==> src/hw/rtl/fpa_pkg.sv <==
`timescale 1ns / 1ps
`default_nettype none
// ----------------------------------------------------------------------------
// fpa_pkg
// Shared opcodes, widths and the word that travels down the fixed-point ALU
// pipeline.
// ----------------------------------------------------------------------------
package fpa_pkg;

	// binary point position of the fixed-point format
	localparam int FRAC_BITS = 14;
	// scaled dividend width: 32-bit magnitude shifted up by the fraction
	localparam int DIV_W = 32 + FRAC_BITS;
	// number of divider cells, one quotient bit each
	localparam int NUM_CELLS = DIV_W;

	typedef enum logic [3:0] {
		CMD_ITOF       = 4'd0,
		CMD_FTOI_TRUNC = 4'd1,
		CMD_FTOI_ROUND = 4'd2,
		CMD_ADD        = 4'd3,
		CMD_SUB        = 4'd4,
		CMD_ADD_INT    = 4'd5,
		CMD_SUB_INT    = 4'd6,
		CMD_MUL        = 4'd7,
		CMD_MUL_INT    = 4'd8,
		CMD_DIV        = 4'd9,
		CMD_DIV_INT    = 4'd10
	} cmd_t;

	// which path produces the final result
	typedef enum logic [1:0] {
		SEL_DIRECT = 2'd0,
		SEL_MUL    = 2'd1,
		SEL_DIV    = 2'd2
	} res_sel_t;

	typedef struct packed {
		res_sel_t           sel;
		logic               neg;
		logic               dz;
		logic [DIV_W-1:0]   num;
		logic [31:0]        rem;
		logic [31:0]        dvs;
		logic [31:0]        direct;
		logic signed [63:0] prod;
	} word_t;

endpackage
`default_nettype wire

==> src/hw/rtl/fpa_pre.sv <==
`timescale 1ns / 1ps
`default_nettype none
// ----------------------------------------------------------------------------
// fpa_pre
// Input stage: decodes the opcode, does the simple operations and the
// 32x32 multiply, and sets up divider magnitudes.
// ----------------------------------------------------------------------------
module fpa_pre (
	input  wire logic           clk,
	input  wire logic           arst_n,
	input  wire logic           in_valid,
	output logic                in_ready,
	input  wire logic [3:0]     cmd,
	input  wire logic [31:0]    operand_a,
	input  wire logic [31:0]    operand_b,
	output logic                out_valid,
	output fpa_pkg::word_t      out_word,
	input  wire logic           out_ready
);
	import fpa_pkg::*;

	localparam logic signed [32:0] BIAS33 = 33'((64'd1 << FRAC_BITS) - 64'd1);
	localparam logic signed [32:0] HALF33 = 33'(64'd1 << (FRAC_BITS - 1));

	logic               valid_q;
	word_t              word_s1;
	word_t              word_d;
	logic signed [32:0] a33;
	logic signed [32:0] rnd;
	logic signed [32:0] trunc_in;
	logic signed [32:0] round_in;
	logic [31:0]        a_mag;
	logic [31:0]        b_mag;
	logic [31:0]        b_shift;

	assign in_ready  = !valid_q || out_ready;
	assign out_valid = valid_q;
	assign out_word  = word_s1;

	// decode and simple arithmetic
	always_comb begin
		a33      = $signed({operand_a[31], operand_a});
		trunc_in = operand_a[31] ? (a33 + BIAS33) : a33;
		rnd      = operand_a[31] ? (a33 - HALF33) : (a33 + HALF33);
		round_in = rnd[32] ? (rnd + BIAS33) : rnd;
		a_mag    = operand_a[31] ? (~operand_a + 32'd1) : operand_a;
		b_mag    = operand_b[31] ? (~operand_b + 32'd1) : operand_b;
		b_shift  = operand_b << FRAC_BITS;

		word_d        = '0;
		word_d.sel    = SEL_DIRECT;
		word_d.neg    = operand_a[31] ^ operand_b[31];
		word_d.dvs    = b_mag;
		word_d.prod   = $signed(operand_a) * $signed(operand_b);
		case (cmd)
			CMD_ITOF:       word_d.direct = b_shift;
			CMD_FTOI_TRUNC: word_d.direct = 32'(trunc_in >>> FRAC_BITS);
			CMD_FTOI_ROUND: word_d.direct = 32'(round_in >>> FRAC_BITS);
			CMD_ADD:        word_d.direct = operand_a + operand_b;
			CMD_SUB:        word_d.direct = operand_a - operand_b;
			CMD_ADD_INT:    word_d.direct = operand_a + b_shift;
			CMD_SUB_INT:    word_d.direct = operand_a - b_shift;
			CMD_MUL:        word_d.sel = SEL_MUL;
			CMD_MUL_INT:    word_d.direct = word_d.prod[31:0];
			CMD_DIV: begin
				if (operand_b == 32'd0) begin
					word_d.dz = 1'b1;
				end else begin
					word_d.sel = SEL_DIV;
					word_d.num = {a_mag, {FRAC_BITS{1'b0}}};
				end
			end
			CMD_DIV_INT: begin
				if (operand_b == 32'd0) begin
					word_d.dz = 1'b1;
				end else begin
					word_d.sel = SEL_DIV;
					word_d.num = {{FRAC_BITS{1'b0}}, a_mag};
				end
			end
			default: word_d.direct = 32'd0;
		endcase
	end

	// stage valid
	always_ff @(posedge clk or negedge arst_n) begin
		if (!arst_n) begin
			valid_q <= 1'b0;
		end else if (in_ready) begin
			valid_q <= in_valid;
		end
	end

	// stage payload
	always_ff @(posedge clk) begin
		if (in_ready && in_valid) begin
			word_s1 <= word_d;
		end
	end

endmodule
`default_nettype wire

==> config.mk <==
export PLATFORM = sky130hd
export DESIGN_NAME = fpa_pre
export DESIGN_NICKNAME = d
export VERILOG_FILES = /design/src/hw/rtl/fpa_pkg.sv /design/src/hw/rtl/fpa_pre.sv
export SDC_FILE = /design/constraint.sdc
export NUM_CORES = 2
export LEC_CHECK = 0
export BUFFER_PORTS_ARGS = -buffer_cell sky130_fd_sc_hd__buf_2
export CAP_MARGIN = 20
export CORE_UTILIZATION = 65
export CTS_BUF_LIST = sky130_fd_sc_hd__clkbuf_8
export DETAILED_ROUTE_END_ITERATION = 7
export PLACE_DENSITY = 0.84
export RECOVER_POWER = 25
export SLEW_MARGIN = 20
export SYNTH_ARGS = -nofsm -noshare
export SYNTH_HDL_FRONTEND = slang
export SYNTH_SLANG_ARGS = --single-unit
==> constraint.sdc <==
create_clock -name clk -period 6.4 [get_ports clk]
set_input_delay 0.32 -clock clk [delete_from_list [all_inputs] [get_ports clk]]
set_output_delay 0.32 -clock clk [all_outputs]
set_load 0.005 [all_outputs]
==> impl_metrics.tcl <==
set metrics [dict create \
    clockRootBuffer "clkbuf_8" \
    period_needed_ns 7.49 \
    antenna_left 0 \
    drt-total-wl_um 172000 \
    async_flop_share_pct 0.559 \
    relSlewSlack_pct 29.1 \
    yosysWarnings 0 \
    avgSynthCellArea_um2 9.46 \
    start_util_pct 65.8 \
    slowest_stage "fa_2" \
    drc 7 \
    hold_viol_final 0 \
    track_usage_pct 45.2 \
    path_max_fanout 3 \
    die_y_um 277 \
    worst_slack_ns -1.09 \
    wl_per_cell_um 25.2 \
    slew_viol_final 0 \
    clock_sinks 179 \
    syn_to_final_growth_pct 20.3 \
    reg2reg_slack_ns 4.43 \
    place_area_um2 55800 \
    netlist_area_um2 49100 \
    pin_count 284 \
    ys_ff_latch 179 \
    grt_pass1_vias 44800 \
    fmax_mhz 133 \
    dp_cells 6705 \
    die-width_um 277 \
    tightest_slew_ns 1.06 \
    fp.coreArea_um2 74600 \
    hold_class "primary input to async pin" \
    cts_max_path_buffers 2 \
    hold_slack_ns 0.0706 \
    grt_max_degree 179 \
    route.vias.total 41500 \
    seq_area_um2 5370 \
    drive_above_1_share_pct 21.4 \
    reg2reg_depth 3 \
    cts_buffers 17 \
    crit_top_cell "fa_1" \
    crit_path_start_kind "primary input" \
    final_nets 7235 \
    gr-total-overflow 0 \
    drtPass1Iterations 8 \
    synthTopCellsByArea "fa_1, edfxtp_1, inv_1, and2_1, ha_1" \
    synthCells 5188 \
    drt_iter0_markers 4161 \
    clock_latency_ns 0.53 \
    slowest_delay_ns 0.68 \
    synth-edff-count 178 \
    status "finished, violations left" \
    die_area_um2 76600 \
    grt_pass1_wl_um 259000 \
    fin_cells 6816 \
    path_clk_slew_ns 0.14 \
    min_period_over_period_pct 117 \
    multi_input_area_um2 40600 \
    hpwlAfterDp_um 136000 \
    place_congestion 1.03 \
    rsz0062_at_grt "yes" \
    synth_common_cells "fa_1, inv_1, and2_1, nand2_1, clkbuf_1" \
    skew_ns 0.0248 \
    worstPathRequired_ns 6.69 \
    nFillCells 4415 \
    synthFlopType "edfxtp_1" \
    ys_seq_area_share_pct 10.9 \
    timing.rr.start "out_valid$_DFFE_PN0N_" \
    fin_setup_tns_ns -45.25 \
    antenna_found_initial 11 \
    finalSetupViolations 68 \
    violations "design-rule violations, negative setup slack" \
    maxCapViolations 0 \
    synth_top_area_cell "fa_1" \
    synth_top_area_share_pct 44.2 \
    crit_type "primary input to flop" \
    critPathArrivalTime_ns 7.78 \
    yosysMostFrequentCell "fa_1" \
    vias_per_cell 6.09 \
    portBuffers 251 \
    design_area_um2 59100 \
    htreeDepth 4 \
    rows 100 \
    synth.distinct_cells 82 \
    r2r_end "out_word[52]$_DFFE_PP_" \
    end_kind "flop" \
    cts_tree "done" \
]
## state kept, by name (all words and copies together) (netlist names)
| signal | cells |
|---|---|
| out_word | 178 |
| out_valid | 1 |
## worst max-delay path, delay by kind of cell
| kind | cells | cell delay (ns) |
|---|---|---|
| mux | 1 | 0.18 |
| buf+inv | 11 | 1.36 |
| fa+ha+maj | 9 | 4.39 |
| compound gates | 5 | 0.97 |
| simple gates | 4 | 0.54 |
## worst max path at each step
stage / cells after the start / startpoint / to
after global placement: 28 / operand_b[10] / out_word[63]$_DFFE_PP_
after global routing: 26 / operand_a[31] / out_word[63]$_DFFE_PP_
after floorplan: 25 / operand_a[31] / out_word[63]$_DFFE_PP_
final: 30 / operand_b[6] / out_word[63]$_DFFE_PP_
after detailed placement: 25 / operand_a[17] / out_word[63]$_DFFE_PP_
after CTS: 28 / operand_a[31] / out_word[63]$_DFFE_PP_
## cells in the final DEF (no fill, tap or decap), types with 13 or more instances in the layout
cell and n:
a222oi_1 22, o21ai_2 13, and2_4 28, nor3_1 31
ha_1 210, nand4_1 25, nand3_1 31, fa_2 54
nand2_1 556, a31oi_1 16, a21oi_1 77, buf_4 559
o21bai_1 14, inv_1 962, xnor2_1 143, a21o_1 52
buf_12 56, o21ai_0 66, nor2b_1 16, o211ai_1 25
or3_1 17, buf_2 149, clkbuf_1 54, o21a_1 16
clkbuf_8 17, nand2b_1 27, o31ai_1 15, edfxtp_1 178
buf_6 88, inv_2 30, xor2_1 93, and3_1 16
conb_1 32, a21oi_2 27, ha_4 43, o21ai_1 13
and2_1 556, nor2_1 176, fa_1 1031
## cell families (layout without fill, tap and decap cells)
family          Yosys count  in the layout  share of synthesized area [%]
flops                   179            179                           10.9
compound gates          487            487                           6.65
xor+xnor                265            265                           4.73
fa+ha+maj              1341           1341                           50.8
other cells               1             44                        0.00764
buf+inv                1340           1956                           10.5
mux                       6              6                          0.122
simple gates           1569           1569                           16.2
## routing by layer
metal / track usage (%) / up-vias / part of all wire [%]
met3: 7.87 / 897 / 9.4
li1: - / 17000 / -
met5: 0 / - / 0.0052
met4: 33.6 / 2 / 9.7
met2: 73.1 / 2670 / 47
met1: 54.8 / 20900 / 34
## what timing repair did
item                                    in CTS  in global routing
resized for setup                          387                121
pin swaps                                  219                108
hold endpoints to repair                     2                  0
cloned                                       4                  0
hold buffers                                 2                  0
endpoints found under the setup margin      66                 65
buffers inserted                            63                 31
## cell type report
cell class | instances | share of cell area, %
clock buffers | 17 | 0.396
inverters | 998 | 6.35
diodes | 12 | 0.0509
multi-input cells | 3700 | 68.8
well taps | 969 | 2.05
clock inverters | 15 | 0.386
repair buffers | 926 | 12.8
flip-flops and latches | 179 | 9.09
## metrics by stage
stage	utilization [%]	setup WS (ns)
floorplan	-	-1.21
global placement	74.8	-1.66
detailed placement	74.8	-1.84
CTS	78.3	-0.795
global route	79.2	-1.15
finish	79.2	-1.09
Power is not shown: default switching activity piles up to over one toggle a cycle in this logic, so the estimate is an artifact.
