## config.mk

```make
export PLATFORM = sky130hd
export DESIGN_NAME = fpa_post
export DESIGN_NICKNAME = d
export VERILOG_FILES = /design/src/hw/rtl/fpa_pkg.sv /design/src/hw/rtl/fpa_post.sv
export SDC_FILE = /design/constraint.sdc
export NUM_CORES = 1
export LEC_CHECK = 0
export ABC_CLOCK_PERIOD_IN_PS = 2200
export BUFFER_PORTS_ARGS = -buffer_cell sky130_fd_sc_hd__buf_2
export CORE_AREA = 2 2 95 97
export CTS_BUF_LIST = sky130_fd_sc_hd__clkbuf_8
export DETAILED_ROUTE_END_ITERATION = 12
export DIE_AREA = 0 0 97 99
export PLACE_DENSITY = 0.84
export RECOVER_POWER = 100
export SYNTH_ARGS = -nofsm -noshare
export SYNTH_HDL_FRONTEND = slang
export SYNTH_SLANG_ARGS = --single-unit
```

## constraint.sdc

```tcl
create_clock -name clk -period 2.2 [get_ports clk]
set_input_delay 0.22 -clock clk [delete_from_list [all_inputs] [get_ports clk]]
set_output_delay 0.22 -clock clk [all_outputs]
set_load 0.02 [all_outputs]
```

## src/hw/rtl/fpa_pkg.sv

```systemverilog
`timescale 1ns / 1ps
`default_nettype none
// ----------------------------------------------------------------------------
// fpa_pkg
// Shared opcodes, widths and the word that travels down the fixed-point ALU
// pipeline.
// ----------------------------------------------------------------------------
package fpa_pkg;

	// binary point position of the fixed-point format
	localparam int FRAC_BITS = 14;
	// scaled dividend width: 32-bit magnitude shifted up by the fraction
	localparam int DIV_W = 32 + FRAC_BITS;
	// number of divider cells, one quotient bit each
	localparam int NUM_CELLS = DIV_W;

	typedef enum logic [3:0] {
		CMD_ITOF       = 4'd0,
		CMD_FTOI_TRUNC = 4'd1,
		CMD_FTOI_ROUND = 4'd2,
		CMD_ADD        = 4'd3,
		CMD_SUB        = 4'd4,
		CMD_ADD_INT    = 4'd5,
		CMD_SUB_INT    = 4'd6,
		CMD_MUL        = 4'd7,
		CMD_MUL_INT    = 4'd8,
		CMD_DIV        = 4'd9,
		CMD_DIV_INT    = 4'd10
	} cmd_t;

	// which path produces the final result
	typedef enum logic [1:0] {
		SEL_DIRECT = 2'd0,
		SEL_MUL    = 2'd1,
		SEL_DIV    = 2'd2
	} res_sel_t;

	typedef struct packed {
		res_sel_t           sel;
		logic               neg;
		logic               dz;
		logic [DIV_W-1:0]   num;
		logic [31:0]        rem;
		logic [31:0]        dvs;
		logic [31:0]        direct;
		logic signed [63:0] prod;
	} word_t;

endpackage
`default_nettype wire

```

## src/hw/rtl/fpa_post.sv

```systemverilog
`timescale 1ns / 1ps
`default_nettype none
// ----------------------------------------------------------------------------
// fpa_post
// Output stage: scales the product, signs the quotient and holds the
// result word for the consumer.
// ----------------------------------------------------------------------------
module fpa_post (
	input  wire logic        clk,
	input  wire logic        arst_n,
	input  wire logic        in_valid,
	output logic             in_ready,
	input  wire fpa_pkg::word_t in_word,
	output logic             out_valid,
	input  wire logic        out_stall,
	output logic [31:0]      result,
	output logic             divide_by_zero
);
	import fpa_pkg::*;

	localparam logic signed [63:0] BIAS64 = 64'((64'd1 << FRAC_BITS) - 64'd1);

	logic               valid_q;
	logic [31:0]        res_d;
	logic signed [63:0] prod_adj;
	logic [31:0]        quo;

	assign in_ready  = !valid_q || !out_stall;
	assign out_valid = valid_q;

	// result select
	always_comb begin
		prod_adj = in_word.prod[63] ? (in_word.prod + BIAS64) : in_word.prod;
		quo      = in_word.num[31:0];
		case (in_word.sel)
			SEL_MUL: res_d = 32'(prod_adj >>> FRAC_BITS);
			SEL_DIV: res_d = in_word.neg ? (~quo + 32'd1) : quo;
			default: res_d = in_word.direct;
		endcase
	end

	// output valid
	always_ff @(posedge clk or negedge arst_n) begin
		if (!arst_n) begin
			valid_q <= 1'b0;
		end else if (in_ready) begin
			valid_q <= in_valid;
		end
	end

	// output word
	always_ff @(posedge clk) begin
		if (in_ready && in_valid) begin
			result         <= res_d;
			divide_by_zero <= in_word.dz;
		end
	end

endmodule
`default_nettype wire

```

==> reports/metrics.cfg, run 1 <==
[status]
status=completed

[setup_path]
r2r-start=out_valid
crit_start=in_word[167]
worstSetupStartpointType=input port
cp_max_fo=5
critical_path_class=in2reg
cpPeakStageDelay_ns=0.55
cp_data_required_time_ns=2.23
cp_cell_sequence=buf_2, or4_4, nor4_4, buf_4, nand3_2, o41ai_4, xor2_1, o221ai_1
end_kind=register
cp_slowest_cell=or4_4
critical_path_arrival_ns=2.14

[sta]
maxSlewViolCount=0
period_needed_ns=2.111
fin_skew_ns=0.01102
fmax_ghz=0.4737
period_share_pct=95.96
whs_ns=0.1122
rsz0062_at_grt=true
slew-limit-headroom_pct=42.59
max_slew.worst_pin.slew_ns=0.8612
finalHoldViolCount=0
setup_tns_ns=0
setup_violations=0

[power]
power_leakage_nw=1.714
irDropWorstVdd_mv=0.1674
power_density_nw_per_um2=436.5
power.total_mw=1.855

[drt]
detail_route.wl_per_cell_um=16.49
drc=0
antenna_left=0
postRouteWirelength_mm=10.54
via_count=3374
firstDrtPassIters=4
drtIter0Drc=147
vias_per_cell=5.280

[global_routing]
grt_usage_pct=21.50
grt.overflow.total=0
grt_pass1_wl_mm=16.55
antenna_found_initial=0
grt_max_degree=35
grt_pass1_vias=3341

[final_layout]
post-route-util_pct=49.71
final_common_cell=buf_2
fin_nets=747
stdcell_count=639
antenna_cells=0
drive_gt1_share_pct=34.27
mostFrequentLayoutCells=115 x buf_2, 45 x nand2_1, 43 x buf_4
area_growth_syn_to_layout_pct=42.25

[clocking]
cts_root_buf=clkbuf_8
clk_pin_slew_ns=0.08
cts_buffers=5
cts_tree=built
clock-sinks=34
insertion_delay_ns=0.29
htreeDepth=2
cts_max_path_buffers=2

[yosys]
ys.flop_type=edfxtp_1
syn_inst=338
ys_ff_latch=34
synth_compound_gate_area_share_pct=17.34
synth_top_family_by_area=simple AND/OR/NAND/NOR gates
synth_area_um2=2988
async_flop_share_pct=2.941
muxShareOfSynthArea_pct=1.717
synthAdderAreaFrac_pct=1.256
syn_nets=555
yosysWarningCount=0
syn_area_per_cell_um2=8.840
yosys.area_share.simple_pct=25.75
ys_seq_area_share_pct=34.00
synth-xor-area-share_pct=16.12
synth-edff-count=33
synth_cell_types=47

[worst_hold_path]
min_path_type=in2reg
hold_start=in_word[206]

[place]
dp_hpwl_mm=8.606
placedCellCount=630
place_congestion=0.8731
io_buffers=153

[die]
fp.dieH_um=99
initial_core_util_pct=34.94
placementRows=34
coreArea_um2=8551
dieWidth_um=97
die_area_um2=9603
pin_count=249

[flow_run]
cap_violations=0

[metrics by stage]
stage          instance area (µm²)  worst slack (ns)
2_1_floorplan                 2988           0.06307
3_3_place_gp                  4177           -0.1842
3_5_place_dp                  4177           -0.1817
4_1_cts                       4268            0.1124
5_1_grt                       4250          -0.01236
6_report                      4250           0.08892
[metal layers]
metal / global-route usage (%) / share of wire [%]
met2: 35.47 / 46
met3: 5.603 / 9.7
met1: 27.89 / 43
met5: 0 / 0
met4: 6.284 / 1.6
[cells by family after synthesis]
group | Yosys count
adders and majority gates | 3
DFF | 34
AOI/OAI and AO/OA | 73
buffers and inverters | 30
and+or+nand+nor | 138
xor gates and xnor gates | 55
muxes | 5
[synth_stat cells (2+ instances only)]
master	number	share of area (%)
o31ai_1	7	1.8
nor2b_1	5	1.0
nand2_1	45	5.7
o21ai_0	21	3.5
nand3_1	10	1.7
mux2i_1	4	1.3
o221ai_1	17	5.0
xor2_1	29	8.5
nand4_1	11	2.3
nor2_1	19	2.4
nand2b_1	4	0.84
clkbuf_1	13	1.6
or4_1	5	1.3
and2_1	4	0.84
inv_1	15	1.9
nor3_1	8	1.3
a21oi_1	5	0.84
nand3_2	2	0.67
o41ai_1	2	0.59
ha_1	3	1.3
edfxtp_1	33	33
nor4_1	11	2.3
o211ai_1	3	0.75
a31oi_1	2	0.42
a22oi_1	11	2.8
or3_1	2	0.42
nor4_4	2	1.4
xnor2_1	26	7.6
[cell type report]
class / count / area [µm²]
Clock buffer: 5 / 68.82
Clock inverter: 3 / 12.51
Fill cell: 853 / 4300
Inverter: 15 / 56.30
Multi-Input combinational cell: 274 / 1894
Sequential cell: 34 / 1016
Tap cell: 108 / 135.1
Timing Repair Buffer: 200 / 1067
[registers in the layout, indices dropped and copies added (netlist names)]
signal          count
result             32
out_valid           1
divide_by_zero      1
[worst paths after layout]
check	depth (start not counted)	slack (ns)	endpoint
worst max-delay path	8	0.09	result[31]
worst min-delay path	1	0.11	divide_by_zero
worst max register to register	3	0.54	result[4]
worst min register to register	2	0.54	out_valid
max in group asynchronous	2	1.87	out_valid
min in group asynchronous	2	0.24	out_valid
[power breakdown]
group / switching (mW) / internal [mW] / leakage (nW) / total (mW)
Sequential: 0.0150 / 0.782 / 0.332 / 0.798
Combinational: 0.360 / 0.250 / 1.34 / 0.609
Clock: 0.235 / 0.213 / 0.0468 / 0.449
[what timing repair did]
| item | 4_1_cts | 5_1_grt |
|---|---|---|
| hold buffers | 1 | 0 |
| endpoints found under the hold margin | 1 | 0 |
| gates resized for setup | 0 | 6 |
| buffers inserted | 0 | 0 |
| setup endpoints to repair | 0 | 5 |
[worst max-delay path: cells and delay by family]
family | cells | cell delay [ns]
AOI/OAI and AO/OA | 2 | 0.48
xor gates and xnor gates | 1 | 0.18
buffers and inverters | 2 | 0.27
and+or+nand+nor | 3 | 0.98
Note: power is estimated with default switching activity, not from simulation.
==> inputs of run 2 (changes only) <==
Settings changed: REMOVE_ABC_BUFFERS set to 1.
==> reports/metrics.cfg, run 2 (same netlist as run 1, synthesis figures left out) <==
[global_routing]
grt_pass1_wl_mm=16.90  ; +2.1%
grt_pass1_vias=3498  ; +4.7%
grt_usage_pct=21.70  ; +0.20 points
grt_max_degree=34  ; -2.9%
antenna_found_initial=1  ; +1
grt.overflow.total=0  ; unchanged

[worst_hold_path]
hold_start=in_word[206]
hold_depth=1  ; unchanged
min_path_type=in2reg

[final_layout]
largest_reg_flops=32  ; unchanged
stdcell_area_um2=4220  ; -0.71%
antenna_cells=0  ; unchanged
mostFrequentLayoutCells=116 x buf_2, 45 x nand2_1, 38 x clkbuf_1, 38 x buf_4, 33 x edfxtp_1
fin_nets=743  ; -0.54%
top_register=result
stdcell_count=635  ; -0.63%
final_common_cell=buf_2
fillers=834  ; -2.2%
area_growth_syn_to_layout_pct=41.25
drive_gt1_share_pct=33.59  ; -0.69 points

[place]
place_congestion=0.9643  ; +10%
io_buffers=153  ; unchanged
dpl-instance-area_um2=4146  ; -0.72%
pre_cts_slack_ns=-0.2336  ; -0.05191 ns
dp_hpwl_mm=8.694  ; +1.0%
placedCellCount=626  ; -0.63%

[clocking]
cts_max_path_buffers=2  ; unchanged
cts_buffers=5  ; unchanged
post_cts_buffers=0  ; unchanged
cts_tree=built
clock-sinks=34  ; unchanged
htreeDepth=2  ; unchanged
insertion_delay_ns=0.28  ; about the same
cts_root_buf=clkbuf_8
clk_pin_slew_ns=0.08  ; about the same

[power]
switching_power_mw=0.6033  ; -1.1%
power_frac_seq_pct=42.2  ; -0.8 points
power_leakage_nw=1.701  ; -0.75%
swShare_pct=32.03  ; -0.85 points
power_frac_clock_pct=25.7  ; +1.5 points
p_int_mw=1.280  ; +2.8%
pwr-share-comb_pct=32.1  ; -0.7 points
power_density_nw_per_um2=446.2  ; +2.2%
irDropWorstVdd_mv=0.1837  ; +9.8%

[sta]
setup_violations=0  ; unchanged
period_share_pct=94.47  ; -1.5 points
maxSlewViolCount=0  ; unchanged
fin_skew_ns=0.01306  ; +0.002040 ns
max_slew.worst_pin.slew_ns=0.8798  ; +0.01864 ns
finalHoldViolCount=0  ; unchanged
layout_setup_ws_ns=0.1216  ; +0.03266 ns
period_needed_ns=2.078  ; -0.03266 ns
slew-limit-headroom_pct=41.35  ; -1.2 points
fmax_ghz=0.4811  ; +1.6%
whs_ns=0.1248  ; +0.01263 ns

[drt]
vias_per_cell=5.348  ; +1.3%
drc=0  ; unchanged
detail_route.wl_per_cell_um=17.00  ; +3.1%
firstDrtPassIters=5  ; +1
drtIter0Drc=186  ; +27%
via_count=3396  ; +0.65%
antenna_left=0  ; unchanged
postRouteWirelength_mm=10.80  ; +2.5%

[die]
placementRows=34  ; unchanged
die_area_um2=9603  ; unchanged
coreArea_um2=8551  ; unchanged
fp.dieH_um=99  ; unchanged
dieWidth_um=97  ; unchanged
initial_core_util_pct=34.94  ; unchanged
pin_count=249  ; unchanged

[setup_path]
cp_data_required_time_ns=2.21  ; -0.02 ns
worstSetupStartpointType=input port
cp_max_fo=5  ; unchanged
r2r-start=out_valid
end_kind=register
crit_start=in_word[167]
reg2reg_depth=3  ; unchanged
critical_path_class=in2reg
critical_path_arrival_ns=2.09  ; -0.05 ns

[flow_run]
cap_violations=0  ; unchanged

[status]
status=completed

==> run 2: changes by cell type in the layout (fill, tap and decap cells not counted), sizes merged <==
cell	previous run	this run
clkinv	2	1
buf	158	154
clkbuf	46	47
==> run 2: what timing repair did <==
item | in CTS | in global routing
hold buffers | 1 | 0
endpoints found under the hold margin | 1 | 0
setup endpoints to repair | 0 | 3
resized for setup | 0 | 4
==> run 2: worst paths after layout <==
path / end / slack (ns)
hold reg to reg: out_valid / 0.55
max in group asynchronous: out_valid / 1.86
min in group asynchronous: out_valid / 0.25
hold / removal: divide_by_zero / 0.12
setup / recovery: result[31] / 0.12
setup reg to reg: result[14] / 0.52
==> run 2: area by class of cell <==
cell class	count	area, µm²	share of cell area (%)
sequential	34	1016	24.07
timing repair buffer	196	1039	24.61
inverter	15	56.30	1.334
clock buffer	6	82.58	1.957
tap	108	135.1	3.202
clock inverter	2	8.758	0.2075
multi-input combinational	274	1883	44.62
==> run 2: worst max-delay path, cell delays in order <==
cell	delay, ns
buf_2	0.10
or4_4	0.55
nor4_4	0.25
buf_4	0.19
nand3_4	0.12
o41ai_4	0.33
xor2_1	0.20
o221ai_1	0.13
==> run 2: power groups by stage <==
stage	clock network (mW)	logic (mW)	registers, mW
floorplan	0	0.227	0.876
global placement	0	0.589	0.806
detailed placement	0	0.610	0.807
CTS	0.490	0.614	0.793
global route	0.511	0.661	0.800
finish	0.484	0.604	0.795
==> run 2: layer usage <==
metal  share of wire (%)  GRT usage, %  vias to the layer above
met5                0.12             0                        -
met4                 2.3         8.234                        2
met3                  11         7.163                       25
met2                  47         36.38                      183
met1                  40         25.98                     1538
li1                    -             -                     1648
==> run 2: per-stage QoR <==
step | TNS (ns) | power [mW] | utilization, %
finish | 0 | 1.883 | 49.36
global route | -0.008383 | 1.972 | 49.36
CTS | 0 | 1.897 | 49.68
detailed placement | -1.457 | 1.418 | 48.49
global placement | -0.8427 | 1.395 | 48.49
floorplan | -0.1616 | 1.102 | -
