`config.mk`:
```
export PLATFORM = sky130hd
export DESIGN_NAME = fpa_div_cell
export DESIGN_NICKNAME = d
export VERILOG_FILES = /design/src/hw/rtl/fpa_pkg.sv /design/src/hw/rtl/fpa_div_cell.sv
export SDC_FILE = /design/constraint.sdc
export NUM_CORES = 1
export LEC_CHECK = 0
export BUFFER_PORTS_ARGS = -buffer_cell sky130_fd_sc_hd__buf_2
export CORE_AREA = 2 2 167 169
export DETAILED_ROUTE_END_ITERATION = 16
export DIE_AREA = 0 0 169 171
export GPL_ROUTABILITY_DRIVEN = 0
export SLEW_MARGIN = 20
export SYNTH_ARGS = -nofsm -noshare
export SYNTH_HDL_FRONTEND = slang
export SYNTH_SLANG_ARGS = --single-unit
```
`constraint.sdc`:
```
create_clock -name clk -period 12.4 [get_ports clk]
set_input_delay 2.48 -clock clk [delete_from_list [all_inputs] [get_ports clk]]
set_output_delay 2.48 -clock clk [all_outputs]
set_load 0.01 [all_outputs]
```
`src/hw/rtl/fpa_pkg.sv`:
```
`timescale 1ns / 1ps
`default_nettype none
// ----------------------------------------------------------------------------
// fpa_pkg
// Shared opcodes, widths and the word that travels down the fixed-point ALU
// pipeline.
// ----------------------------------------------------------------------------
package fpa_pkg;

	// binary point position of the fixed-point format
	localparam int FRAC_BITS = 14;
	// scaled dividend width: 32-bit magnitude shifted up by the fraction
	localparam int DIV_W = 32 + FRAC_BITS;
	// number of divider cells, one quotient bit each
	localparam int NUM_CELLS = DIV_W;

	typedef enum logic [3:0] {
		CMD_ITOF       = 4'd0,
		CMD_FTOI_TRUNC = 4'd1,
		CMD_FTOI_ROUND = 4'd2,
		CMD_ADD        = 4'd3,
		CMD_SUB        = 4'd4,
		CMD_ADD_INT    = 4'd5,
		CMD_SUB_INT    = 4'd6,
		CMD_MUL        = 4'd7,
		CMD_MUL_INT    = 4'd8,
		CMD_DIV        = 4'd9,
		CMD_DIV_INT    = 4'd10
	} cmd_t;

	// which path produces the final result
	typedef enum logic [1:0] {
		SEL_DIRECT = 2'd0,
		SEL_MUL    = 2'd1,
		SEL_DIV    = 2'd2
	} res_sel_t;

	typedef struct packed {
		res_sel_t           sel;
		logic               neg;
		logic               dz;
		logic [DIV_W-1:0]   num;
		logic [31:0]        rem;
		logic [31:0]        dvs;
		logic [31:0]        direct;
		logic signed [63:0] prod;
	} word_t;

endpackage
`default_nettype wire

```
`src/hw/rtl/fpa_div_cell.sv`:
```
`timescale 1ns / 1ps
`default_nettype none
// ----------------------------------------------------------------------------
// fpa_div_cell
// One restoring-division cell: shifts one dividend bit into the partial
// remainder and produces one quotient bit.
// ----------------------------------------------------------------------------
module fpa_div_cell (
	input  wire logic      clk,
	input  wire logic      arst_n,
	input  wire logic      in_valid,
	output logic           in_ready,
	input  wire fpa_pkg::word_t in_word,
	output logic           out_valid,
	output fpa_pkg::word_t out_word,
	input  wire logic      out_ready
);
	import fpa_pkg::*;

	logic        valid_q;
	word_t       word_q;
	word_t       word_d;
	logic [32:0] rem_sh;
	logic [32:0] diff;

	assign in_ready  = !valid_q || out_ready;
	assign out_valid = valid_q;
	assign out_word  = word_q;

	// trial subtract and quotient bit
	always_comb begin
		rem_sh = {in_word.rem, in_word.num[DIV_W-1]};
		diff   = rem_sh - {1'b0, in_word.dvs};
		word_d = in_word;
		if (!diff[32]) begin
			word_d.rem = diff[31:0];
		end else begin
			word_d.rem = rem_sh[31:0];
		end
		word_d.num = {in_word.num[DIV_W-2:0], ~diff[32]};
	end

	// cell valid
	always_ff @(posedge clk or negedge arst_n) begin
		if (!arst_n) begin
			valid_q <= 1'b0;
		end else if (in_ready) begin
			valid_q <= in_valid;
		end
	end

	// cell payload
	always_ff @(posedge clk) begin
		if (in_ready && in_valid) begin
			word_q <= word_d;
		end
	end

endmodule
`default_nettype wire

```
==> run_results.csv, run 1 <==
group,metric,value,unit
pwr,power_frac_seq,47.7,%
synthesis,ys.flop_type,"edfxtp_1",
cells_and_area,final_area,12030,um2
detailed_routing,avgRoutedWirePerCell,21.36,um
global_route,grt_pass1_vias,6334,
clock_tree,post_cts_buffers,0,
clock_tree,cts.clk_slew.worst_paths,60,ps
clock_tree,cts.htree.levels,1,
placed_design,placed_area,11310,um2
die,die_x,169,um
clock_tree,post_cts_resized,0,
cells_and_area,n_fill_cell,2562,
die,die_y,171,um
die,initial_core_util,32.22,%
pwr,swShare,24.90,%
pwr,power.total,1.795,mW
clock_tree,hold_buffers,0,
detailed_routing,drt_iter0_markers,486,
setup_path,critPathKind,"primary input to register",
min_path,worstHoldStart,"out_valid$_DFFE_PN0N_",
synthesis,async_reset_ff_share,0.4739,%
global_route,antenna_found_initial,15,
setup_path,arrival,5850,ps
cells_and_area,drive_above_1_share,46.92,%
run_status,outcome,"finished, final reports clean",
sta,fin_crit_sh,45.11,%
sta,hold_viol,0,
synthesis,synth_nets,821,
die,ioPinCount,426,
detailed_routing,num_vias,6503,
run,drv_cap,0,
setup_path,critPathMaxFanout,28,
detailed_routing,wirelength,29360,um
pwr,p_sw,0.4469,mW
pwr,p_clk_share,36.7,%
placed_design,place.detailed.hpwl,22800,um
synthesis,synth_edf_count,210,
synthesis,ys_seq_elements,211,
synthesis,synth-seq-area-share,71.92,%
sta,skew,9.117,ps
setup_path,rr_worst_depth,3,
detailed_routing,vias_per_cell,4.733,
pwr,powerDensity,149.2,nW/um2
pwr,p_int,1.348,mW
synthesis,synthesis.area,8803,um2
sta,finalSetupTns,0,ps
synthesis,syn_inst,574,
cells_and_area,fin_cells,1374,
setup_path,r2r_start,"out_valid$_DFFE_PN0N_",
clock_tree,clock_path_buffers,3,
sta,rsz0062_at_grt,"no",
die,core,27320,um2
setup_path,cp.required,12650,ps
die,die_area,28900,um2
setup_path,crit_start,"in_word[112]",
global_route,overflow,0,
clock_tree,cts_buffers,24,
synthesis,yosysWarningCount,0,
sta,drv_slew,0,
cells_and_area,fin_util,44.02,%
min_path,min_path_cells,2,
global_route,grt.total_usage,18.92,%
pwr,static-leakage-power,5.291,nW
synthesis,synth_area_per_cell,15.34,um2
die,rows,61,
sta,setup_violations,0,
global_route,grt_max_degree,199,
cells_and_area,area_growth,36.63,%
pwr,worst_ir_drop_vdd,0.07768,mV
cells_and_area,nets,1258,
clock_tree,clk_latency,510,ps
sta,worst_pin_slew,1165,ps
detailed_routing,drc_errors,0,
placed_design,dp_cells,1331,
sta,max-slew-margin-rel,22.36,%
global_route,grt_pass1_wl,40250,um
sta,period_minus_slack,5594,ps
synthesis,synthDistinctLibCells,50,
clock_tree,root_buffer,"clkbuf_16",
clock_tree,cts_sinks,211,
detailed_routing,ant_nets,0,
setup_path,worst_setup_path_start_kind,"primary input",
cells_and_area,multiInputGateArea,2237,um2
pwr,combinationalPowerShare,15.7,%
sta,fmax,178.8,MHz
cells_and_area,regArea,6331,um2
setup_path,cp-end-kind,"register",
min_path,hold_class,"register to register",
clock_tree,cts_tree,"built",
detailed_routing,drt_pass1_iterations,6,
placed_design,port_buffers,425,
cells in the mapped netlist (2+ instances only):
cell / count / share of area (%)
a21oi_1: 34 / 1.9
o21ai_0: 24 / 1.4
clkbuf_1: 11 / 0.47
o211ai_1: 8 / 0.68
ha_1: 32 / 4.5
a21boi_0: 2 / 0.17
a211oi_1: 4 / 0.34
o21bai_1: 5 / 0.43
o21a_1: 6 / 0.51
xnor2_1: 14 / 1.4
o41ai_1: 2 / 0.20
nor2b_1: 5 / 0.36
nand3_1: 11 / 0.63
nand4_1: 7 / 0.50
and2_1: 4 / 0.28
nand2b_1: 7 / 0.50
nand2_1: 44 / 1.9
and4_1: 2 / 0.20
o31ai_1: 5 / 0.43
buf_6: 3 / 0.38
mux2_4: 18 / 3.1
xor2_1: 10 / 0.99
nor2_1: 16 / 0.68
inv_1: 41 / 1.7
nor3_1: 4 / 0.23
a31oi_1: 2 / 0.14
o2111ai_1: 2 / 0.20
edfxtp_1: 210 / 72
and3_1: 6 / 0.43
a21o_1: 15 / 1.3
per-layer routing:
metal,vias to the layer above,global-route usage (%),part of all wire (%)
met5,-,0,0.32
met4,16,5.797,2.6
met3,61,7.125,11
met2,299,32.39,48
met1,3078,22.12,37
li1,3049,-,-
worst max-delay path, cell delays in order:
cell and delay, ps:
buf_2 150, inv_1 60, ha_1 430, a21oi_4 230, o211ai_1 120, a221o_1 330, a211o_1 290, o21a_1 210
o211ai_4 640, inv_2 480, mux2_4 410
sequential cells by signal, summed over array words and instances (netlist names):
| name | count |
|---|---|
| out_valid | 1 |
| out_word | 210 |
power by group through the flow:
stage | logic (mW) | registers [mW] | clock network, mW
floorplan | 0.135 | 0.903 | 0
global placement | 0.278 | 0.870 | 0
detailed placement | 0.282 | 0.870 | 0
CTS | 0.284 | 0.856 | 0.677
global route | 0.306 | 0.860 | 0.699
finish | 0.281 | 0.855 | 0.658
area by class of cell:
class | instances | area share [%]
inverters | 42 | 1.311
repair buffers | 426 | 17.85
multi-input cells | 306 | 18.60
well taps | 346 | 3.599
flip-flops and latches | 211 | 52.64
diodes | 5 | 0.1040
clock buffers | 30 | 5.357
clock inverters | 8 | 0.5409
cells by family (layout without fill, tap and decap cells):
| logic type | count (synthesis) | after routing | share of synthesized area, % |
|---|---|---|---|
| other cells | 0 | 5 | 0 |
| fa+ha+maj | 33 | 33 | 4.775 |
| flops | 211 | 211 | 71.92 |
| buf+inv | 57 | 506 | 2.700 |
| simple gates | 111 | 111 | 6.097 |
| compound gates | 120 | 120 | 9.054 |
| mux | 18 | 18 | 3.070 |
| xor+xnor | 24 | 24 | 2.388 |
metrics by stage:
step | hold WS, ps | worst slack (ps)
2_1_floorplan | 622.1 | 4318
3_3_place_gp | 558.6 | 6301
3_5_place_dp | 555.3 | 6236
4_1_cts | 570.8 | 6771
5_1_grt | 624.5 | 6589
6_report | 574.0 | 6806
path summary, 6_finish.rpt:
kind,endpoint,slack (ps)
max in group asynchronous,out_valid$_DFFE_PN0N_,10560
min in group asynchronous,out_valid$_DFFE_PN0N_,1750
worst max register to register,out_word[81]$_DFFE_PP_,10250
worst min register to register,out_valid$_DFFE_PN0N_,570
worst max-delay path,out_word[144]$_DFFE_PP_,6810
worst min-delay path,out_valid$_DFFE_PN0N_,570
placed cells by master (no fill, tap or decap), types with 2 or more instances in the layout:
cell and instances:
a211oi_1 4, a21boi_0 2, a21o_1 15, a21oi_1 34
a31oi_1 2, and2_1 3, and3_1 6, and4_1 2
buf_2 425, clkbuf_1 5, clkbuf_16 25, clkinv_1 3
clkinv_2 3, diode_2 5, edfxtp_1 210, ha_1 32
inv_1 41, mux2_4 18, nand2_1 44, nand2b_1 7
nand3_1 11, nand4_1 7, nor2_1 16, nor2b_1 5
nor3_1 4, o2111ai_1 2, o211ai_1 8, o21a_1 6
o21ai_0 24, o21bai_1 5, o31ai_1 5, o41ai_1 2
xnor2_1 14, xor2_1 10
No activity file was read; power rests on OpenSTA's default activity.
==> run 2: changes to the inputs <==
--- a/config.mk
+++ b/config.mk
@@ -6,9 +6,9 @@
 export NUM_CORES = 1
 export LEC_CHECK = 0
 export BUFFER_PORTS_ARGS = -buffer_cell sky130_fd_sc_hd__buf_2
-export CORE_AREA = 2 2 167 169
+export CORE_AREA = 2 2 164 166
 export DETAILED_ROUTE_END_ITERATION = 16
-export DIE_AREA = 0 0 169 171
+export DIE_AREA = 0 0 166 168
 export GPL_ROUTABILITY_DRIVEN = 0
 export SLEW_MARGIN = 20
 export SYNTH_ARGS = -nofsm -noshare
==> constraint.sdc (replaced) <==
create_clock -name clk -period 5.76 [get_ports clk]
set_input_delay 1.152 -clock clk [delete_from_list [all_inputs] [get_ports clk]]
set_output_delay 1.152 -clock clk [all_outputs]
set_load 0.01 [all_outputs]
==> run 2 against run 1 <==
Non-clock buffer count rose by 3. Clock skew barely moved. Sequential power up 120%. Count of clock-buffer cells in the layout is the same. Design area up 1.1%. Routed wire length decreased by 3.1%. Sequential cell count did not move. Die area shrank 3.5%. Register-to-register slack got worse by 6800 ps. Clock power is 140% higher. Hold slack worse by 170 ps. Core utilization up 2.1 points. Critical path type unchanged. Critical endpoint is now out_word[150]$_DFFE_PP_. Largest power group unchanged. Highest routed layer unchanged.
==> run_results.csv, run 2 (synthesis gave the netlist of run 1 again) <==
group,metric,value,unit
die,die_y,168,um
clock_tree,clock_path_buffers,3,
cells_and_area,n_fill_cell,2446,
detailed_routing,vias_per_cell,4.791,
sta,drv_slew,0,
die,core,26350,um2
run_status,outcome,"finished, final reports clean",
pwr,combinationalPowerShare,14.9,%
clock_tree,post_cts_buffers,0,
sta,setup_violations,0,
pwr,p_sw,0.9994,mW
clock_tree,cts_sinks,211,
sta,hold_viol,0,
pwr,swShare,24.65,%
setup_path,arrival,4020,ps
setup_path,critPathMaxFanout,20,
detailed_routing,drt_iter0_markers,556,
global_route,grt.total_usage,19.55,%
die,ioPinCount,426,
pwr,static-leakage-power,5.356,nW
cells_and_area,layout_commonest_cell,"buf_2",
clock_tree,cts_tree,"built",
clock_tree,cts.clk_slew.worst_paths,60,ps
pwr,worst_ir_drop_vdd,0.2283,mV
detailed_routing,wirelength,28450,um
detailed_routing,num_vias,6597,
cells_and_area,regArea,6331,um2
cells_and_area,area_growth,38.19,%
cells_and_area,nets,1262,
die,die_x,166,um
sta,worst_pin_slew,843.6,ps
detailed_routing,avgRoutedWirePerCell,20.66,um
placed_design,place.detailed.hpwl,22340,um
pwr,power.total,4.054,mW
clock_tree,root_buffer,"clkbuf_16",
clock_tree,clk_latency,520,ps
cells_and_area,drive_above_1_share,47.53,%
pwr,p_int,3.054,mW
global_route,grt_max_degree,95,
clock_tree,cts_buffers,25,
setup_path,r2r_start,"out_valid$_DFFE_PN0N_",
setup_path,critPathKind,"primary input to register",
sta,fmax,266.9,MHz
detailed_routing,ant_nets,0,
cells_and_area,multiInputGateArea,2237,um2
pwr,p_clk_share,39.7,%
die,initial_core_util,33.41,%
sta,max-slew-margin-rel,43.76,%
setup_path,cp.required,6030,ps
run,drv_cap,0,
global_route,overflow,0,
setup_path,worst_setup_path_start_kind,"primary input",
min_path,hold_class,"primary input to async pin",
clock_tree,post_cts_resized,0,
die,rows,60,
detailed_routing,drt_pass1_iterations,5,
sta,skew,9.547,ps
pwr,power_frac_seq,45.4,%
sta,setup_ws,2013,ps
cells_and_area,final_cell_mix,"buf_2 (425), edfxtp_1 (210), nand2_1 (44)",
pwr,powerDensity,333.2,nW/um2
cells_and_area,largest_reg_flops,210,
placed_design,port_buffers,425,
die,die_area,27890,um2
placed_design,dpl_worst_slack,1428,ps
sta,period_minus_slack,3747,ps
setup_path,crit_start,"in_word[96]",
sta,rsz0062_at_grt,"no",
clock_tree,cts.htree.levels,1,
clock_tree,hold_buffers,0,
global_route,grt_pass1_wl,40920,um
setup_path,cp-end-kind,"register",
global_route,antenna_found_initial,8,
detailed_routing,drc_errors,0,
global_route,grt_pass1_vias,6439,
sta,finalSetupTns,0,ps
sta,fin_crit_sh,65.05,%
[run 2: changes by cell type in the layout (fill, tap and decap cells not counted)]
cell        previous run  this run
bufinv_16              1         4
inv_6                  0         1
buf_4                  0         3
clkinvlp_4             0         3
diode_2                5         3
clkinv_1               3         2
clkinv_4               1         2
[run 2: area by class of cell]
cell class / count / area share, %
clock buffers: 30 / 5.297
well taps: 341 / 3.507
clock inverters: 15 / 1.574
inverters: 42 / 1.296
flip-flops and latches: 211 / 52.04
diodes: 3 / 0.06171
repair buffers: 429 / 17.83
multi-input cells: 306 / 18.39
[run 2: stage by stage]
step	utilization, %	std cells	cell area, um2	hold slack, ps
after global placement	42.97	1329	11320	506.5
after floorplan	-	574	8805	621.8
after CTS	46.14	1374	12160	376.4
after detailed placement	42.97	1329	11320	554.5
after global routing	46.14	1374	12160	386.0
final	46.17	1377	12170	404.8
[run 2: final timing paths]
| path | to | slack (ps) | depth (start not counted) |
|---|---|---|---|
| max | out_word[150]$_DFFE_PP_ | 2010 | 11 |
| min | out_valid$_DFFE_PN0N_ | 400 | 1 |
| max reg2reg | out_word[98]$_DFFE_PP_ | 3480 | 3 |
| min reg2reg | out_valid$_DFFE_PN0N_ | 570 | 2 |
| max in group asynchronous | out_valid$_DFFE_PN0N_ | 5270 | 1 |
| min in group clk | out_valid$_DFFE_PN0N_ | 570 | 2 |
[run 2: critical path: stages]
cell and delay, ps:
buf_2 110, ha_1 220, fa_1 400, nand2b_1 180
a21oi_1 250, o211ai_1 200, a21oi_1 280, o21a_1 240
o211ai_4 100, inv_2 520, mux2_4 350
[run 2: routing by layer]
layer	GRT usage [%]	part of all wire, %
met1	24.35	39
met2	33.10	49
met3	6.276	8.8
met4	4.915	2.6
met5	0	0.14
[run 2: power groups by stage]
stage	sequential, mW	combinational [mW]	clock (mW)
finish	1.84	0.602	1.61
global route	1.85	0.657	1.71
CTS	1.84	0.610	1.65
detailed placement	1.87	0.607	0
global placement	1.87	0.600	0
floorplan	1.93	0.291	0
==> run 3: changes to the inputs <==
--- a/config.mk
+++ b/config.mk
@@ -5,10 +5,11 @@
 export SDC_FILE = /design/constraint.sdc
 export NUM_CORES = 1
 export LEC_CHECK = 0
+export ABC_AREA = 1
 export BUFFER_PORTS_ARGS = -buffer_cell sky130_fd_sc_hd__buf_2
-export CORE_AREA = 2 2 164 166
+export CORE_AREA = 2 2 167 169
 export DETAILED_ROUTE_END_ITERATION = 16
-export DIE_AREA = 0 0 166 168
+export DIE_AREA = 0 0 169 171
 export GPL_ROUTABILITY_DRIVEN = 0
 export SLEW_MARGIN = 20
 export SYNTH_ARGS = -nofsm -noshare
==> constraint.sdc (replaced) <==
create_clock -name clk -period 3.87 [get_ports clk]
set_input_delay 0.774 -clock clk [delete_from_list [all_inputs] [get_ports clk]]
set_output_delay 0.774 -clock clk [all_outputs]
set_load 0.01 [all_outputs]
==> run 3 against run 2 <==
Area after synthesis rose by 8.2%. Core utilization increased by 0.85 points. Hold slack got worse by 370 ps. Worst setup slack worse by 630 ps. Sequential share of layout area shrank 2.8 points. First-iteration DRC count increased by 1.3%. Critical path type unchanged. Largest power group unchanged.
==> run_results.csv, run 3 <==
group,metric,value,unit
clock_tree,root_buffer,"clkbuf_16",
clock_tree,cts_tree,"built",
sta,max-slew-margin-rel,46.38,%
die,rows,61,
cells_and_area,multiInputGateArea,2531,um2
pwr,power.total,5.858,mW
clock_tree,post_cts_resized,0,
synthesis,yosys.area_share.simple,18.67,%
detailed_routing,drt_pass1_iterations,4,
setup_path,rr_endpoint,"out_word[144]$_DFFE_PP_",
setup_path,critPathMaxFanout,33,
sta,skew,6.959,ps
cells_and_area,fin_cells,1714,
sta,finalSetupTns,0,ps
synthesis,synth_compound_area_share,1.997,%
synthesis,yosys.area_share.xor_xnor,1.380,%
die,initial_core_util,34.85,%
synthesis,netlist.area_leader.share,66.22,%
setup_path,critPathKind,"primary input to register",
synthesis,synthDistinctLibCells,24,
synthesis,ys.flop_type,"edfxtp_1",
setup_path,cp.required,4130,ps
cells_and_area,drive_above_1_share,35.16,%
global_route,overflow,0,
pwr,powerDensity,456.0,nW/um2
synthesis,ys_top_cells_by_area,"edfxtp_1 (66%), nand2_1 (13%), inv_1 (6.3%)",
sta,whs,35.57,ps
cells_and_area,final_cell_mix,"buf_2 (425), nand2_1 (337), edfxtp_1 (210)",
synthesis,synth_mux_area_share,0,%
detailed_routing,avgRoutedWirePerCell,18.28,um
run,drv_cap,0,
global_route,grt_pass1_vias,7534,
synthesis,yosysWarningCount,0,
placed_design,dp_cells,1667,
placed_design,port_buffers,425,
cells_and_area,fin_util,47.02,%
detailed_routing,drt_iter0_markers,563,
synthesis,synth_edf_count,210,
clock_tree,hold_buffers,0,
sta,fin_crit_sh,64.14,%
placed_design,placed_area,12070,um2
cells_and_area,layout_commonest_cell,"buf_2",
setup_path,arrival,2740,ps
cells_and_area,n_fill_cell,2657,
setup_path,rr_worst_depth,2,
cells_and_area,regArea,6331,um2
synthesis,synth-seq-area-share,66.48,%
synthesis,synth_common_cells,"nand2_1 (337), edfxtp_1 (210), inv_1 (160), nor2_1 (39), ha_1 (32)",
synthesis,yosysMostFrequentCell,"nand2_1",
cells_and_area,final_area,12850,um2
placed_design,dpl_worst_slack,833.4,ps
global_route,grt_max_degree,132,
detailed_routing,drc_errors,0,
cells_and_area,nets,1594,
run_status,outcome,"finished, final reports clean",
setup_path,rrSetupSlack,2230,ps
die,ioPinCount,426,
global_route,grt_pass1_wl,44290,um
synthesis,yosys.area_share.adder,4.415,%
sta,setup_violations,0,
sta,period_minus_slack,2482,ps
clock_tree,cts.htree.levels,1,
clock_tree,clk_latency,510,ps
sta,setup_ws,1388,ps
sta,rsz0062_at_grt,"no",
detailed_routing,ant_nets,0,
die,die_x,169,um
die,core,27320,um2
setup_path,worst_setup_path_start_kind,"primary input",
synthesis,yosysTopAreaCell,"edfxtp_1",
synthesis,synth_area_per_cell,10.59,um2
die,die_area,28900,um2
setup_path,cp-end-kind,"register",
synthesis,synth_top_family_by_area,"simple AND/OR/NAND/NOR gates",
clock_tree,cts_sinks,211,
sta,worst_pin_slew,804.2,ps
sta,drv_slew,0,
sta,fmax,402.8,MHz
setup_path,cp_num_buf_inv,2,
setup_path,r2r_start,"out_valid$_DFFE_PN0N_",
detailed_routing,num_vias,7732,
setup_path,cp_top_family,"simple AND/OR/NAND/NOR gates",
pwr,static-leakage-power,6.407,nW
cells_and_area,area_growth,34.91,%
global_route,antenna_found_initial,10,
cells_and_area,largest_reg_flops,210,
clock_tree,clock_path_buffers,3,
placed_design,place.detailed.hpwl,25120,um
min_path,hold_class,"primary input to async pin",
detailed_routing,vias_per_cell,4.511,
setup_path,worstPathCellList,"buf_2, ha_1, fa_1, inv_1, nand2_1, nand2_1, nand3_1, nand2_2, nand2_1, nand2_2, nand2_2, nand3_1, nand2_4, nand2_1, nand2_1",
die,die_y,171,um
sta,hold_viol,0,
global_route,grt.total_usage,20.45,%
synthesis,async_reset_ff_share,0.4739,%
clock_tree,cts.clk_slew.worst_paths,60,ps
synthesis,synth_nets,1146,
detailed_routing,wirelength,31330,um
setup_path,slowest_stage,"fa_1",
pwr,worst_ir_drop_vdd,0.2726,mV
clock_tree,post_cts_buffers,0,
synthesis,syn_inst,899,
setup_path,crit_path_frequent_cell,"nand2_1",
synthesis,ys_seq_elements,211,
clock_tree,cts_buffers,24,
synthesis,synthesis.area,9523,um2
setup_path,slowest_delay,410,ps
-- run 3: cell type report --
class | count | share of cell area [%]
Timing Repair Buffer | 428 | 16.83
Sequential cell | 211 | 49.28
Tap cell | 346 | 3.370
Multi-Input combinational cell | 521 | 19.70
Clock inverter | 15 | 0.9739
Clock buffer | 29 | 4.986
Antenna cell | 3 | 0.05843
Inverter | 161 | 4.801
-- run 3: worst max-delay path by stage --
stage	start	to	slack, ps	depth (start not counted)
6_report	in_word[96]	out_word[144]$_DFFE_PP_	1390	15
3_3_place_gp	in_word[96]	out_word[128]$_DFFE_PP_	940	15
4_1_cts	in_word[96]	out_word[159]$_DFFE_PP_	1380	15
5_1_grt	in_word[205]	out_word[149]$_DFFE_PP_	1170	16
2_1_floorplan	out_ready	out_word[0]$_DFFE_PP_	-800	2
3_5_place_dp	in_word[96]	out_word[148]$_DFFE_PP_	830	15
-- run 3: cell families (layout without fill, tap and decap cells) --
group	Yosys count	in the layout
DFF	211	211
and+or+nand+nor	440	440
buffers and inverters	167	633
AOI/OAI and AO/OA	33	33
adders and majority gates	33	33
xor gates and xnor gates	15	15
other	0	3
-- run 3: worst register-to-register path, cell delays in order, from the launching register on --
cell and delay [ps]:
dfrtp_1 420, a21oi_4 190, buf_12 450
-- run 3: where the power goes --
part / switching, mW / internal, mW / leakage (nW)
clock network: 0.892 / 1.31 / 0.377
registers: 0.0351 / 2.70 / 2.02
logic: 0.589 / 0.333 / 4.01
-- run 3: layer usage --
metal / wire length, um / vias to the layer above / global-route usage [%]
li1: - / 3804 / -
met1: 11910 / 3574 / 23.64
met2: 15660 / 295 / 35.92
met3: 3053 / 49 / 7.402
met4: 641 / 10 / 5.537
met5: 64 / - / 0
